**src/counting_semaphore_unit_top_assert.svh**
```systemverilog
// ---------------------------------------------------------------------------
// counting semaphore unit assertion macros
// property wrappers shared by the checks at the end of the top level
// ---------------------------------------------------------------------------
`ifndef COUNTING_SEMAPHORE_UNIT_TOP_ASSERT_SVH
`define COUNTING_SEMAPHORE_UNIT_TOP_ASSERT_SVH

// same-cycle implication, clocked on clk, off during reset
`define CSU_ASSERT_NOW(label, ante, cons, msg) \
    label: assert property (@(posedge clk) disable iff (!rst_n) (ante) |-> (cons)) \
        else $error(msg);

// next-cycle implication, clocked on clk, off during reset
`define CSU_ASSERT_NEXT(label, ante, cons, msg) \
    label: assert property (@(posedge clk) disable iff (!rst_n) (ante) |=> (cons)) \
        else $error(msg);

`endif

```
**src/csu_pkg.sv**
```systemverilog
// ---------------------------------------------------------------------------
// counting semaphore unit package
// field widths, default sizes and the operation, status and state codes
// ---------------------------------------------------------------------------
package csu_pkg;

    localparam int ID_W   = 4;
    localparam int PROC_W = 4;
    localparam int INIT_W = 8;
    localparam int CNT_W  = 9;

    localparam int DEF_NUM_SEMS = 16;
    localparam int DEF_MAX_PROC = 16;

    localparam logic signed [CNT_W-1:0] COUNT_MAX = 9'sd255;

    typedef enum logic [1:0] {
        MODE_INIT   = 2'd0,
        MODE_WAIT   = 2'd1,
        MODE_SIGNAL = 2'd2,
        MODE_NONE   = 2'd3
    } mode_t;

    typedef enum logic [1:0] {
        STAT_OK      = 2'd0,
        STAT_BLOCKED = 2'd1,
        STAT_UNKNOWN = 2'd2,
        STAT_FULL    = 2'd3
    } status_t;

    typedef enum logic [1:0] {
        S_IDLE,
        S_EXEC,
        S_QUEUE
    } state_t;

endpackage

```
**src/counting_semaphore_unit_top.sv**
```systemverilog
// ---------------------------------------------------------------------------
// counting semaphore unit
// table of counting semaphores, each with a fifo of waiting process ids
// ---------------------------------------------------------------------------
// usage
//   operations come in on the s_ channel (mode in s_tuser, operands in
//   s_tdata), one result per operation leaves on the m_ channel (status in
//   m_tuser, woken process and resulting count in m_tdata).
//   the block works on one operation at a time. the transfer cycle reads
//   the semaphore table, the next cycle decides; a signal that releases a
//   waiter then reads the wait queue before it writes back. the write-back
//   waits until the output register is free and loads the result into it;
//   s_tready rises in the same cycle as m_tvalid, so a new operation is
//   taken only after the one in hand has written back.
//   this order comes from the single read port of the semaphore table and
//   the read-modify-write that follows it.
//   the result sits in an output register; while the receiver stalls, the
//   operation in hand waits at its write-back and the table stays untouched.
//   reset clears every valid bit, so all semaphores read as uninitialized;
//   no clearing pass is needed and s_tready is high right after reset.
// ---------------------------------------------------------------------------
module counting_semaphore_unit_top #(
    parameter int NUM_SEMS = csu_pkg::DEF_NUM_SEMS,
    parameter int MAX_PROC = csu_pkg::DEF_MAX_PROC
) (
    input  logic        clk,
    input  logic        rst_n,
    input  logic        s_tvalid,
    output logic        s_tready,
    input  logic [15:0] s_tdata,   // sem_id[3:0], proc_id[7:4], init_count[15:8]
    input  logic [1:0]  s_tuser,   // mode[1:0]
    output logic        m_tvalid,
    input  logic        m_tready,
    output logic [15:0] m_tdata,   // woken_valid[0], woken_proc[4:1], count_after[13:5], 0
    output logic [1:0]  m_tuser    // status[1:0]
);

    import csu_pkg::*;

    localparam int SEM_AW = (NUM_SEMS > 1) ? $clog2(NUM_SEMS) : 1;
    localparam int HEAD_W = $clog2(MAX_PROC);
    localparam int LEN_W  = $clog2(MAX_PROC + 1);
    localparam int ENT_W  = CNT_W + HEAD_W + LEN_W;
    localparam int QDEPTH = NUM_SEMS * MAX_PROC;
    localparam int QAW    = (QDEPTH > 1) ? $clog2(QDEPTH) : 1;

    state_t state_reg, state_next;

    mode_t                    op_reg;
    logic [SEM_AW-1:0]        idx_reg;
    logic                     known_reg;
    logic [PROC_W-1:0]        proc_reg;
    logic [INIT_W-1:0]        init_reg;
    logic [NUM_SEMS-1:0]      valid_reg, valid_next;

    logic                     out_valid_reg, out_valid_next;
    status_t                  out_status_reg, out_status_next;
    logic                     out_wv_reg, out_wv_next;
    logic [PROC_W-1:0]        out_wp_reg, out_wp_next;
    logic signed [CNT_W-1:0]  out_cnt_reg, out_cnt_next;

    logic                     accept;
    logic                     out_free;
    logic                     commit;
    logic                     q_rd_en;

    logic [ID_W-1:0]          in_sem_id;
    logic [ENT_W-1:0]         tbl_rd_data;
    logic [ENT_W-1:0]         tbl_wr_data;
    logic                     tbl_we;
    logic [PROC_W-1:0]        q_rd_data;
    logic                     q_we;
    logic [QAW-1:0]           q_addr;

    logic signed [CNT_W-1:0]  ent_count, new_count;
    logic [HEAD_W-1:0]        ent_head, new_head, head_inc;
    logic [LEN_W-1:0]         ent_len, new_len;
    logic                     ent_valid;
    logic                     need_queue;
    logic [LEN_W:0]           tail_sum;
    logic [HEAD_W-1:0]        tail_slot;
    logic [QAW-1:0]           q_base;
    logic                     do_enqueue;

    assign in_sem_id = s_tdata[ID_W-1:0];
    assign accept    = s_tvalid && s_tready;
    assign out_free  = !out_valid_reg || m_tready;

    assign {ent_count, ent_head, ent_len} = tbl_rd_data;
    assign ent_valid  = known_reg && valid_reg[idx_reg];
    assign need_queue = (op_reg == MODE_SIGNAL) && ent_valid && (ent_len != '0);

    // ring position behind the newest waiter, head plus length wraps once at most
    assign tail_sum  = (LEN_W + 1)'(ent_head) + (LEN_W + 1)'(ent_len);
    assign tail_slot = (tail_sum >= (LEN_W + 1)'(MAX_PROC))
                       ? HEAD_W'(tail_sum - (LEN_W + 1)'(MAX_PROC))
                       : HEAD_W'(tail_sum);
    assign head_inc  = (ent_head == HEAD_W'(MAX_PROC - 1)) ? '0 : ent_head + 1'b1;
    assign q_base    = QAW'(idx_reg) * QAW'(MAX_PROC);
    assign q_addr    = q_base + QAW'(do_enqueue ? tail_slot : ent_head);

    csu_ram #(
        .WIDTH (ENT_W),
        .DEPTH (NUM_SEMS)
    ) u_sem_table (
        .clk     (clk),
        .wr_en   (tbl_we && commit),
        .wr_addr (idx_reg),
        .wr_data (tbl_wr_data),
        .rd_en   (accept),
        .rd_addr (SEM_AW'(in_sem_id)),
        .rd_data (tbl_rd_data)
    );

    csu_ram #(
        .WIDTH (PROC_W),
        .DEPTH (QDEPTH)
    ) u_wait_queue (
        .clk     (clk),
        .wr_en   (q_we && commit),
        .wr_addr (q_addr),
        .wr_data (proc_reg),
        .rd_en   (q_rd_en),
        .rd_addr (q_addr),
        .rd_data (q_rd_data)
    );

    // next state
    always_comb
    begin
        state_next = state_reg;
        unique case (state_reg)
            S_IDLE:
            begin
                if (accept)
                begin
                    state_next = S_EXEC;
                end
            end
            S_EXEC:
            begin
                if (need_queue)
                begin
                    state_next = S_QUEUE;
                end
                else if (out_free)
                begin
                    state_next = S_IDLE;
                end
            end
            S_QUEUE:
            begin
                if (out_free)
                begin
                    state_next = S_IDLE;
                end
            end
            default:
            begin
                state_next = S_IDLE;
            end
        endcase
    end

    // state outputs
    always_comb
    begin
        s_tready = 1'b0;
        q_rd_en  = 1'b0;
        commit   = 1'b0;
        unique case (state_reg)
            S_IDLE:
            begin
                s_tready = 1'b1;
            end
            S_EXEC:
            begin
                q_rd_en = need_queue;
                commit  = !need_queue && out_free;
            end
            S_QUEUE:
            begin
                commit = out_free;
            end
            default:
            begin
                s_tready = 1'b0;
            end
        endcase
    end

    // operation datapath
    always_comb
    begin
        out_status_next = STAT_OK;
        out_wv_next     = 1'b0;
        out_wp_next     = '0;
        out_cnt_next    = ent_count;
        new_count       = ent_count;
        new_head        = ent_head;
        new_len         = ent_len;
        tbl_we          = 1'b0;
        q_we            = 1'b0;
        do_enqueue      = 1'b0;
        valid_next      = valid_reg;
        if (!known_reg)
        begin
            out_status_next = STAT_UNKNOWN;
            out_cnt_next    = '0;
        end
        else if (op_reg == MODE_INIT)
        begin
            tbl_we              = 1'b1;
            new_count           = CNT_W'(init_reg);
            new_head            = '0;
            new_len             = '0;
            out_cnt_next        = CNT_W'(init_reg);
            valid_next[idx_reg] = commit ? 1'b1 : valid_reg[idx_reg];
        end
        else if (!ent_valid)
        begin
            out_status_next = STAT_UNKNOWN;
            out_cnt_next    = '0;
        end
        else
        begin
            unique case (op_reg)
                MODE_WAIT:
                begin
                    if (ent_count > 0)
                    begin
                        tbl_we       = 1'b1;
                        new_count    = ent_count - CNT_W'(1);
                        out_cnt_next = ent_count - CNT_W'(1);
                    end
                    else if (ent_len == LEN_W'(MAX_PROC))
                    begin
                        out_status_next = STAT_FULL;
                    end
                    else
                    begin
                        tbl_we          = 1'b1;
                        q_we            = 1'b1;
                        do_enqueue      = 1'b1;
                        new_len         = ent_len + 1'b1;
                        new_count       = ent_count - CNT_W'(1);
                        out_cnt_next    = ent_count - CNT_W'(1);
                        out_status_next = STAT_BLOCKED;
                    end
                end
                MODE_SIGNAL:
                begin
                    if (ent_len != '0)
                    begin
                        tbl_we       = 1'b1;
                        new_head     = head_inc;
                        new_len      = ent_len - 1'b1;
                        new_count    = ent_count + CNT_W'(1);
                        out_cnt_next = ent_count + CNT_W'(1);
                        out_wv_next  = 1'b1;
                        out_wp_next  = q_rd_data;
                    end
                    else if (ent_count < COUNT_MAX)
                    begin
                        tbl_we       = 1'b1;
                        new_count    = ent_count + CNT_W'(1);
                        out_cnt_next = ent_count + CNT_W'(1);
                    end
                end
                MODE_INIT, MODE_NONE:
                begin
                    out_cnt_next = ent_count;
                end
                default:
                begin
                    out_cnt_next = ent_count;
                end
            endcase
        end
        tbl_wr_data = {new_count, new_head, new_len};
    end

    always_comb
    begin
        out_valid_next = out_valid_reg;
        if (commit)
        begin
            out_valid_next = 1'b1;
        end
        else if (m_tready)
        begin
            out_valid_next = 1'b0;
        end
    end

    always_ff @(posedge clk or negedge rst_n)
    begin
        if (!rst_n)
        begin
            state_reg     <= S_IDLE;
            valid_reg     <= '0;
            out_valid_reg <= 1'b0;
        end
        else
        begin
            state_reg     <= state_next;
            valid_reg     <= valid_next;
            out_valid_reg <= out_valid_next;
        end
    end

    always_ff @(posedge clk)
    begin
        if (accept)
        begin
            op_reg    <= mode_t'(s_tuser);
            idx_reg   <= SEM_AW'(in_sem_id);
            known_reg <= (9'(in_sem_id) < 9'(NUM_SEMS));
            proc_reg  <= s_tdata[ID_W +: PROC_W];
            init_reg  <= s_tdata[ID_W + PROC_W +: INIT_W];
        end
        if (commit)
        begin
            out_status_reg <= out_status_next;
            out_wv_reg     <= out_wv_next;
            out_wp_reg     <= out_wp_next;
            out_cnt_reg    <= out_cnt_next;
        end
    end

    assign m_tvalid = out_valid_reg;
    assign m_tuser  = out_status_reg;
    assign m_tdata  = {2'b00, out_cnt_reg, out_wp_reg, out_wv_reg};

    `include "counting_semaphore_unit_top_assert.svh"

    `CSU_ASSERT_NOW(a_blocked_negative, m_tvalid && (m_tuser == STAT_BLOCKED),
        $signed(m_tdata[13:5]) < 0 && !m_tdata[0],
        "blocked caller with non-negative count or a woken process")
    `CSU_ASSERT_NOW(a_woken_ok, m_tvalid && m_tdata[0], m_tuser == STAT_OK,
        "woken process reported with a status other than ok")
    `CSU_ASSERT_NOW(a_unknown_clean, m_tvalid && (m_tuser == STAT_UNKNOWN),
        m_tdata[13:0] == '0, "unknown semaphore result carries data")
    `CSU_ASSERT_NEXT(a_one_in_flight, accept, !s_tready,
        "new operation taken while one is in hand")

endmodule

```
**src/csu_ram.sv**
```systemverilog
// ---------------------------------------------------------------------------
// generic simple dual-port ram
// one write port, one read port with registered read data
// ---------------------------------------------------------------------------
module csu_ram #(
    parameter int WIDTH  = 8,
    parameter int DEPTH  = 16,
    parameter int ADDR_W = (DEPTH > 1) ? $clog2(DEPTH) : 1
) (
    input  logic              clk,
    input  logic              wr_en,
    input  logic [ADDR_W-1:0] wr_addr,
    input  logic [WIDTH-1:0]  wr_data,
    input  logic              rd_en,
    input  logic [ADDR_W-1:0] rd_addr,
    output logic [WIDTH-1:0]  rd_data
);

    logic [WIDTH-1:0] mem [DEPTH];

    always_ff @(posedge clk)
    begin
        if (wr_en)
        begin
            mem[wr_addr] <= wr_data;
        end
        if (rd_en)
        begin
            rd_data <= mem[rd_addr];
        end
    end

endmodule

```
**config.mk**
```make
export PLATFORM = sky130hd
export DESIGN_NAME = counting_semaphore_unit_top
export DESIGN_NICKNAME = d
export VERILOG_FILES = /design/src/csu_pkg.sv /design/src/counting_semaphore_unit_top.sv /design/src/csu_ram.sv
export VERILOG_INCLUDE_DIRS = /design/src /design/src/src
export SDC_FILE = /design/constraint.sdc
export NUM_CORES = 1
export LEC_CHECK = 0
export ABC_CLOCK_PERIOD_IN_PS = 16000
export BUFFER_PORTS_ARGS = -buffer_cell sky130_fd_sc_hd__buf_2
export CAP_MARGIN = 10
export CORE_UTILIZATION = 39
export DETAILED_ROUTE_END_ITERATION = 7
export GPL_ROUTABILITY_DRIVEN = 0
export PLACE_DENSITY_LB_ADDON = 0.08
export REMOVE_ABC_BUFFERS = 1
export SYNTH_ARGS = -nofsm -noshare
export SYNTH_HDL_FRONTEND = slang
export SYNTH_SLANG_ARGS = --single-unit
```
**constraint.sdc**
```tcl
create_clock -name clk -period 16 [get_ports clk]
set_clock_uncertainty 0.05 [all_clocks]
set_input_delay 0 -clock clk [delete_from_list [all_inputs] [get_ports clk]]
set_output_delay 0 -clock clk [all_outputs]
set_load 0.1 [all_outputs]
```
======== After elaboration in Yosys (flattened, before gate mapping) ========
Memory sizes are Yosys's and may differ from the RTL's. A register that Yosys moved wholly into a read port is not among the register bits.
Cells that the tools add are included.
storage, ports and cells
  bits in writable memories ............... 1312
  bits in latches ......................... 0
  input bits .............................. 22
  output and inout port bits .............. 20
  logic and storage cells ................. 117
  register bits after elaboration ......... 53
  memories kept ........................... 2
  ROM bits ................................ 0
cells by class
  muxes and demuxes ....................... 58
  add/sub/neg operators ................... 8
  $lt $le $gt $ge ......................... 5
  eq/ne operators ......................... 8
  shift-type cells ........................ 0
  div/mod/pow operators ................... 0
  multipliers ............................. 0
  reductions and logical operators ........ 19
  bitwise logic cells ..................... 4
memory list
  name              words  bits a word  rd ports  clocked after Yosys merged registers in  write ports  RTL line       text
  u_wait_queue.mem  256    4            1         1                                        1            csu_ram.sv:19  logic [WIDTH-1:0] mem [DEPTH];
  u_sem_table.mem   16     18           1         1                                        1            csu_ram.sv:19
operators by type and width
  operator             count
  $mux 9               6
  $mux 4               7
  $pmux 9 s3           1
  $mux 5               5
  $mux 1               22
  $pmux 9 s2           1
  $bwmux 16            1
  $mux 8               2
  $mux 2               7
  $pmux 5 s2           1
  $add 9x2->9 const B  1
  $gt 9x1->1 const B   1
  $lt 9x9->1 const B   1
  $sub 9x2->9 const B  1
  $add 8x4->8          1
  $reduce_or 4->1      2
  $logic_and 1x1->1    7
  $add 4x5->6          1
  $eq 2x2->1 const B   3
  $ge 6x5->1 const B   1
  $pmux 2 s3           1
  $add 5x1->5 const B  1
  $eq 5x5->1 const B   1
  $lt 4x5->1 const B   1
  18 further kinds     26

======== Depth between registers and ports, before layout ========
  depth after elaboration ................. 10
  gate-level depth with buffers ........... 19
  mapped depth without buffers ............ 12

======== Hierarchy ========
From an unflattened synthesis, not the netlist that was laid out.
second synthesis, totals
  cells, all modules ...................... 2967
  area total of the unflattened synthesis .. 56202.7 um^2
by module, submodules not included
  module                       times used  area an instance (um^2)  cells an instance
  csu_ram (u_wait_queue)       1           40715.3                  2051
  csu_ram (u_sem_table)        1           11503.5                  482
  counting_semaphore_unit_top  1           3983.8                   434

======== Worst setup path before layout ========
OpenSTA, ideal clock, no wires.
  path kind ............................... reg2reg
  start point ............................. reg u_sem_table.rd_data[1], read port of u_sem_table.mem
  end point ............................... mem u_sem_table.mem[1][0] (netlist name) (enable)
  required time ........................... 15.510 ns
  arrival ................................. 4.655 ns
  cell stages (with the launch flop) ...... 11
  slack ................................... 10.856 ns
  path buffers ............................ 0
  path through ............................ edfxtp_1 inv_1 ha_1 nor4b_1 nand2b_1 nand2b_1 a21o_1 nand2_1 nor2_1 o21ai_0 nor4_1
between the ends
  elaborated cells on any way between the ends .. 15
  classes of those cells .................. 1 x eq/ne; 9 x mux; 5 x reduce/logical
RTL lines
  element                       RTL line                            text
  start: declaration            csu_ram.sv:16                       output logic [WIDTH-1:0] rd_data
  $reduce_bool 5->1             counting_semaphore_unit_top.sv:91   assign need_queue = (op_reg == MODE_SIGNAL) && ent_valid && (ent_len != '0);
  $logic_and 1x1->1             counting_semaphore_unit_top.sv:91
  $logic_not 1->1               counting_semaphore_unit_top.sv:179  commit = !need_queue && out_free;
  $logic_and 1x1->1             counting_semaphore_unit_top.sv:179
  $pmux 1 s2                    counting_semaphore_unit_top.sv:171  unique case (state_reg)
  via commit                    counting_semaphore_unit_top.sv:64   logic commit;
  $logic_and 1x1->1             counting_semaphore_unit_top.sv:107  .wr_en (tbl_we && commit),
  $mux 1                        csu_ram.sv:23                       if (wr_en)
  $mux 1 (implied by the code)  csu_ram.sv:25                       mem[wr_addr] <= wr_data;
  end: declaration              csu_ram.sv:19
The timed path passes the listed nets, and every way through them passes these cells.

======== Worst setup path in the final report ========
  start point ............................. reg idx_reg[3]
  end point ............................... reg u_wait_queue.rd_data[0], read port of u_wait_queue.mem, data pin
between the ends
  longest elaborated chain between the ends .. 6
  elaborated cells on any way between the ends .. 9
  classes of those cells .................. 1 x add/sub; 6 x mux; 2 x reduce/logical
ends and longest elaborated chain
  element                       RTL line                            text
  start: declaration            counting_semaphore_unit_top.sv:50   logic [SEM_AW-1:0] idx_reg;
  start signal: assignment      counting_semaphore_unit_top.sv:317  idx_reg <= SEM_AW'(in_sem_id);
  $bmux 1 s4                    counting_semaphore_unit_top.sv:90   assign ent_valid = known_reg && valid_reg[idx_reg];
  $mux 1 (implied by the code)  counting_semaphore_unit_top.sv:90
  $mux 1                        counting_semaphore_unit_top.sv:220  else if (!ent_valid)
  $mux 1                        counting_semaphore_unit_top.sv:211  else if (op_reg == MODE_INIT)
  $mux 4                        counting_semaphore_unit_top.sv:100  assign q_addr = q_base + QAW'(do_enqueue ? tail_slot : ent_head);
  $add 8x4->8                   counting_semaphore_unit_top.sv:100
  end: declaration              csu_ram.sv:16
Parallel ways exist; a longest one is shown, timed or not. The select of a mux whose other input is x is not followed.
A chain may end at the register's enable or synchronous reset.

==> impl_metrics.env <==
export IMPL_maxCapViolCount=0
export IMPL_cts_resized=0
export IMPL_reg_largest_list="u_wait_queue.mem: 1024 flops, u_sem_table.mem: 288 flops, u_sem_table.rd_data: 18 flops"
export IMPL_yosysWarnings=0
export IMPL_rsz0062_at_grt="false"
export IMPL_p_leak_uw=0.0208
export IMPL_max_slew_margin_pct=14.1
export IMPL_synthesis_instances=3586
export IMPL_place_hpwl_mm=106
export IMPL_status="finished clean"
export IMPL_final_common_cell="edfxtp_1"
export IMPL_hold_viol=0
export IMPL_io_buffers=39
export IMPL_drtAntennaViolNets=0
export IMPL_wl_per_cell_um=31.3
export IMPL_firstDrtPassIters=5
export IMPL_setup_tns_ps=0
export IMPL_viasPerCell=5.85
export IMPL_cts_buffers=153
export IMPL_area_delta_synth_final_pct=13.5
export IMPL_min_path_type="in2reg"
export IMPL_crit_required_ps=16480
export IMPL_setup_worst_path_start_class="flop"
export IMPL_period_minus_slack_ps=7180
export IMPL_reg2reg_setup_slack_ps=8820
export IMPL_tightest_slew_ps=1290
export IMPL_worst_path_max_fanout=56
export IMPL_fp_dieH_um=381
export IMPL_layout_common_cells="edfxtp_1 (1368), nand2_1 (452), nor2_1 (312)"
export IMPL_async_flop_share_pct=1.37
export IMPL_grt_pass1_vias=33490
export IMPL_grt_ovfl_total=0
export IMPL_root_buffer="clkbuf_16"
export IMPL_largest_reg_flops=1024
export IMPL_drcViolationCount=0
export IMPL_first_iter_violations=3686
export IMPL_htreeDepth=4
export IMPL_hold_buffers=36
export IMPL_start_util_pct=39.5
export IMPL_synth_edf_count=1368
export IMPL_regMostFlops="u_wait_queue.mem"
export IMPL_totalPowerFinal_uw=9720
export IMPL_synth_area_per_cell_um2=15.7
export IMPL_timing_rr_end="u_wait_queue.rd_data[0]"
export IMPL_grt_max_degree=197
export IMPL_via_count=33445
export IMPL_die_area_um2=146000
export IMPL_wirelength_mm=179
export IMPL_grt_util_all_layers_pct=24.4
export IMPL_path_class="reg2reg"
export IMPL_worstSetupStartpoint="idx_reg[3]"
export IMPL_syn_area_um2=56200
export IMPL_crit_end="u_wait_queue.rd_data[0]"
export IMPL_arrival_ps=7660
export IMPL_grt_pass1_wl_mm=253
export IMPL_clk_path_buf_depth=3
export IMPL_setup_viol=0
export IMPL_antenna_found_initial=5
export IMPL_final_layout_size_suffix_gt1_share_pct=14.0
export IMPL_r2r_cells=12
export IMPL_die_w_um=381
export IMPL_ios=42
export IMPL_synth_cell_types=81
export IMPL_drv_slew=0
export IMPL_post_cts_buffers=0
export IMPL_yosysSeqAreaShare_pct=74.0
export IMPL_endpoint_kind="flop"
export IMPL_clkLatencyLatePin_ps=790
export IMPL_power_density_nw_per_um2=152
export IMPL_period_share_pct=44.9
export IMPL_r2r_start="idx_reg[3]"
export IMPL_cts_tree="done"
export IMPL_ys_flop_type="edfxtp_1"
export IMPL_synth_seq_cells=1387
export IMPL_ir_drop_mv=0.118
export IMPL_fillers=12560
export IMPL_clock_sinks=1387
export IMPL_fp_row_count=138
export IMPL_nets=3744
export IMPL_fmax_mhz=139
export IMPL_clk_pin_slew_ps=60
export IMPL_coreArea_um2=142000
==> layout make-up <==
| class | instances | area (µm²) | share of cell area (%) |
|---|---|---|---|
| well taps | 1890 | 2360 | 3.71 |
| multi-input cells | 1953 | 13600 | 21.4 |
| repair buffers | 184 | 1500 | 2.35 |
| flip-flops and latches | 1387 | 41600 | 65.2 |
| clock inverters | 77 | 573 | 0.899 |
| clock buffers | 197 | 4060 | 6.36 |
| diodes | 1 | 2.50 | 0.00392 |
| inverters | 24 | 90.1 | 0.141 |
==> logic make-up (layout without fill, tap and decap cells) <==
group / after synthesis / in the layout / synth area share (%)
DFF: 1387 / 1387 / 74.0
xor gates and xnor gates: 15 / 15 / 0.234
muxes: 385 / 385 / 9.54
adders and majority gates: 19 / 19 / 0.437
AOI/OAI and AO/OA: 510 / 510 / 5.88
and+or+nand+nor: 1022 / 1022 / 7.88
other: 1 / 3 / 0.00668
buffers and inverters: 247 / 482 / 2.02
==> report_power, final <==
| part | total [µW] | internal (µW) | switching, µW |
|---|---|---|---|
| logic | 2090 | 524 | 1560 |
| clock network | 3290 | 1850 | 1450 |
| registers | 4340 | 4280 | 61.7 |
| total | 9720 | 6650 | 3070 |
==> synth_stat cells (4+ instances only) <==
cell,n,area [µm²]
nor4_1,43,269
nor3_1,22,110
dfrtp_1,19,475
buf_1,17,63.8
o21ai_0,63,315
nand4_1,8,50.1
nor2_1,328,1230
mux4_2,120,2700
a221oi_1,7,61.3
a21o_1,5,37.5
mux2_2,4,45.0
buf_4,27,203
o31ai_1,7,52.6
a2111oi_0,12,105
mux2i_1,261,2610
a21oi_1,163,816
nand3_1,53,265
inv_1,24,90.1
a311oi_1,31,272
o22ai_1,112,701
a31oi_1,21,131
xnor2_1,10,87.6
and3_1,38,238
or2_1,4,25.0
buf_2,73,365
o41ai_1,4,35.0
edfxtp_1,1368,41100
nor2b_1,7,43.8
ha_1,18,225
o221ai_1,15,131
xor2_1,5,43.8
o211ai_1,5,37.5
and2_1,4,25.0
a211oi_1,6,45.0
o221a_2,6,67.6
clkbuf_1,104,390
a22o_1,5,43.8
or4_1,25,188
nand2_1,462,1730
nand2b_1,8,50.1
a22oi_1,18,135
==> how the worst min path moves through the flow <==
stage               slack, ps  cells after the start                 endpoint  startpoint
floorplan                -350                      0                 m_tvalid       rst_n
global placement          -30                      1                 m_tvalid       rst_n
detailed placement        -30                      1                 m_tvalid       rst_n
CTS                        30                      3  u_sem_table.rd_data[16]  s_tdata[1]
global route               60                      3  u_sem_table.rd_data[12]  s_tdata[1]
finish                     70                      3  u_sem_table.rd_data[16]  s_tdata[1]
==> through the flow <==
stage | cells | area (µm²) | utilization [%] | setup WS [ps] | hold slack (ps)
floorplan | 3364 | 55100 | - | 6020 | -346
global placement | 5396 | 58700 | 41.2 | 8250 | -31.2
detailed placement | 5398 | 58700 | 41.3 | 8960 | -25.3
CTS | 5708 | 63700 | 44.8 | 8970 | 31.7
global route | 5712 | 63800 | 44.8 | 8650 | 61.7
finish | 5713 | 63800 | 44.8 | 8820 | 70.4
==> worst max-delay path: stages, from the launching register on <==
cell and delay, ps:
edfxtp_1 1050, mux2i_1 220, a221oi_2 420, a22o_2 420, nand4_2 330, nand2_8 540, buf_4 760, buf_4 660
mux4_2 410, a2111oi_0 980, a22o_1 320, nor4_1 70, or4_1 530
==> per-layer routing <==
| metal | vias to the layer above | routed length, µm | share of wire [%] | global-route usage [%] |
|---|---|---|---|---|
| met4 | 0 | 6060 | 3.4 | 8.32 |
| li1 | 14182 | - | - | - |
| met1 | 17590 | 77300 | 43 | 34.2 |
| met5 | - | 0 | 0 | 0 |
| met3 | 305 | 11100 | 6.2 | 3.63 |
| met2 | 1368 | 84500 | 47 | 38.7 |
No activity file was read; power rests on OpenSTA's default activity.
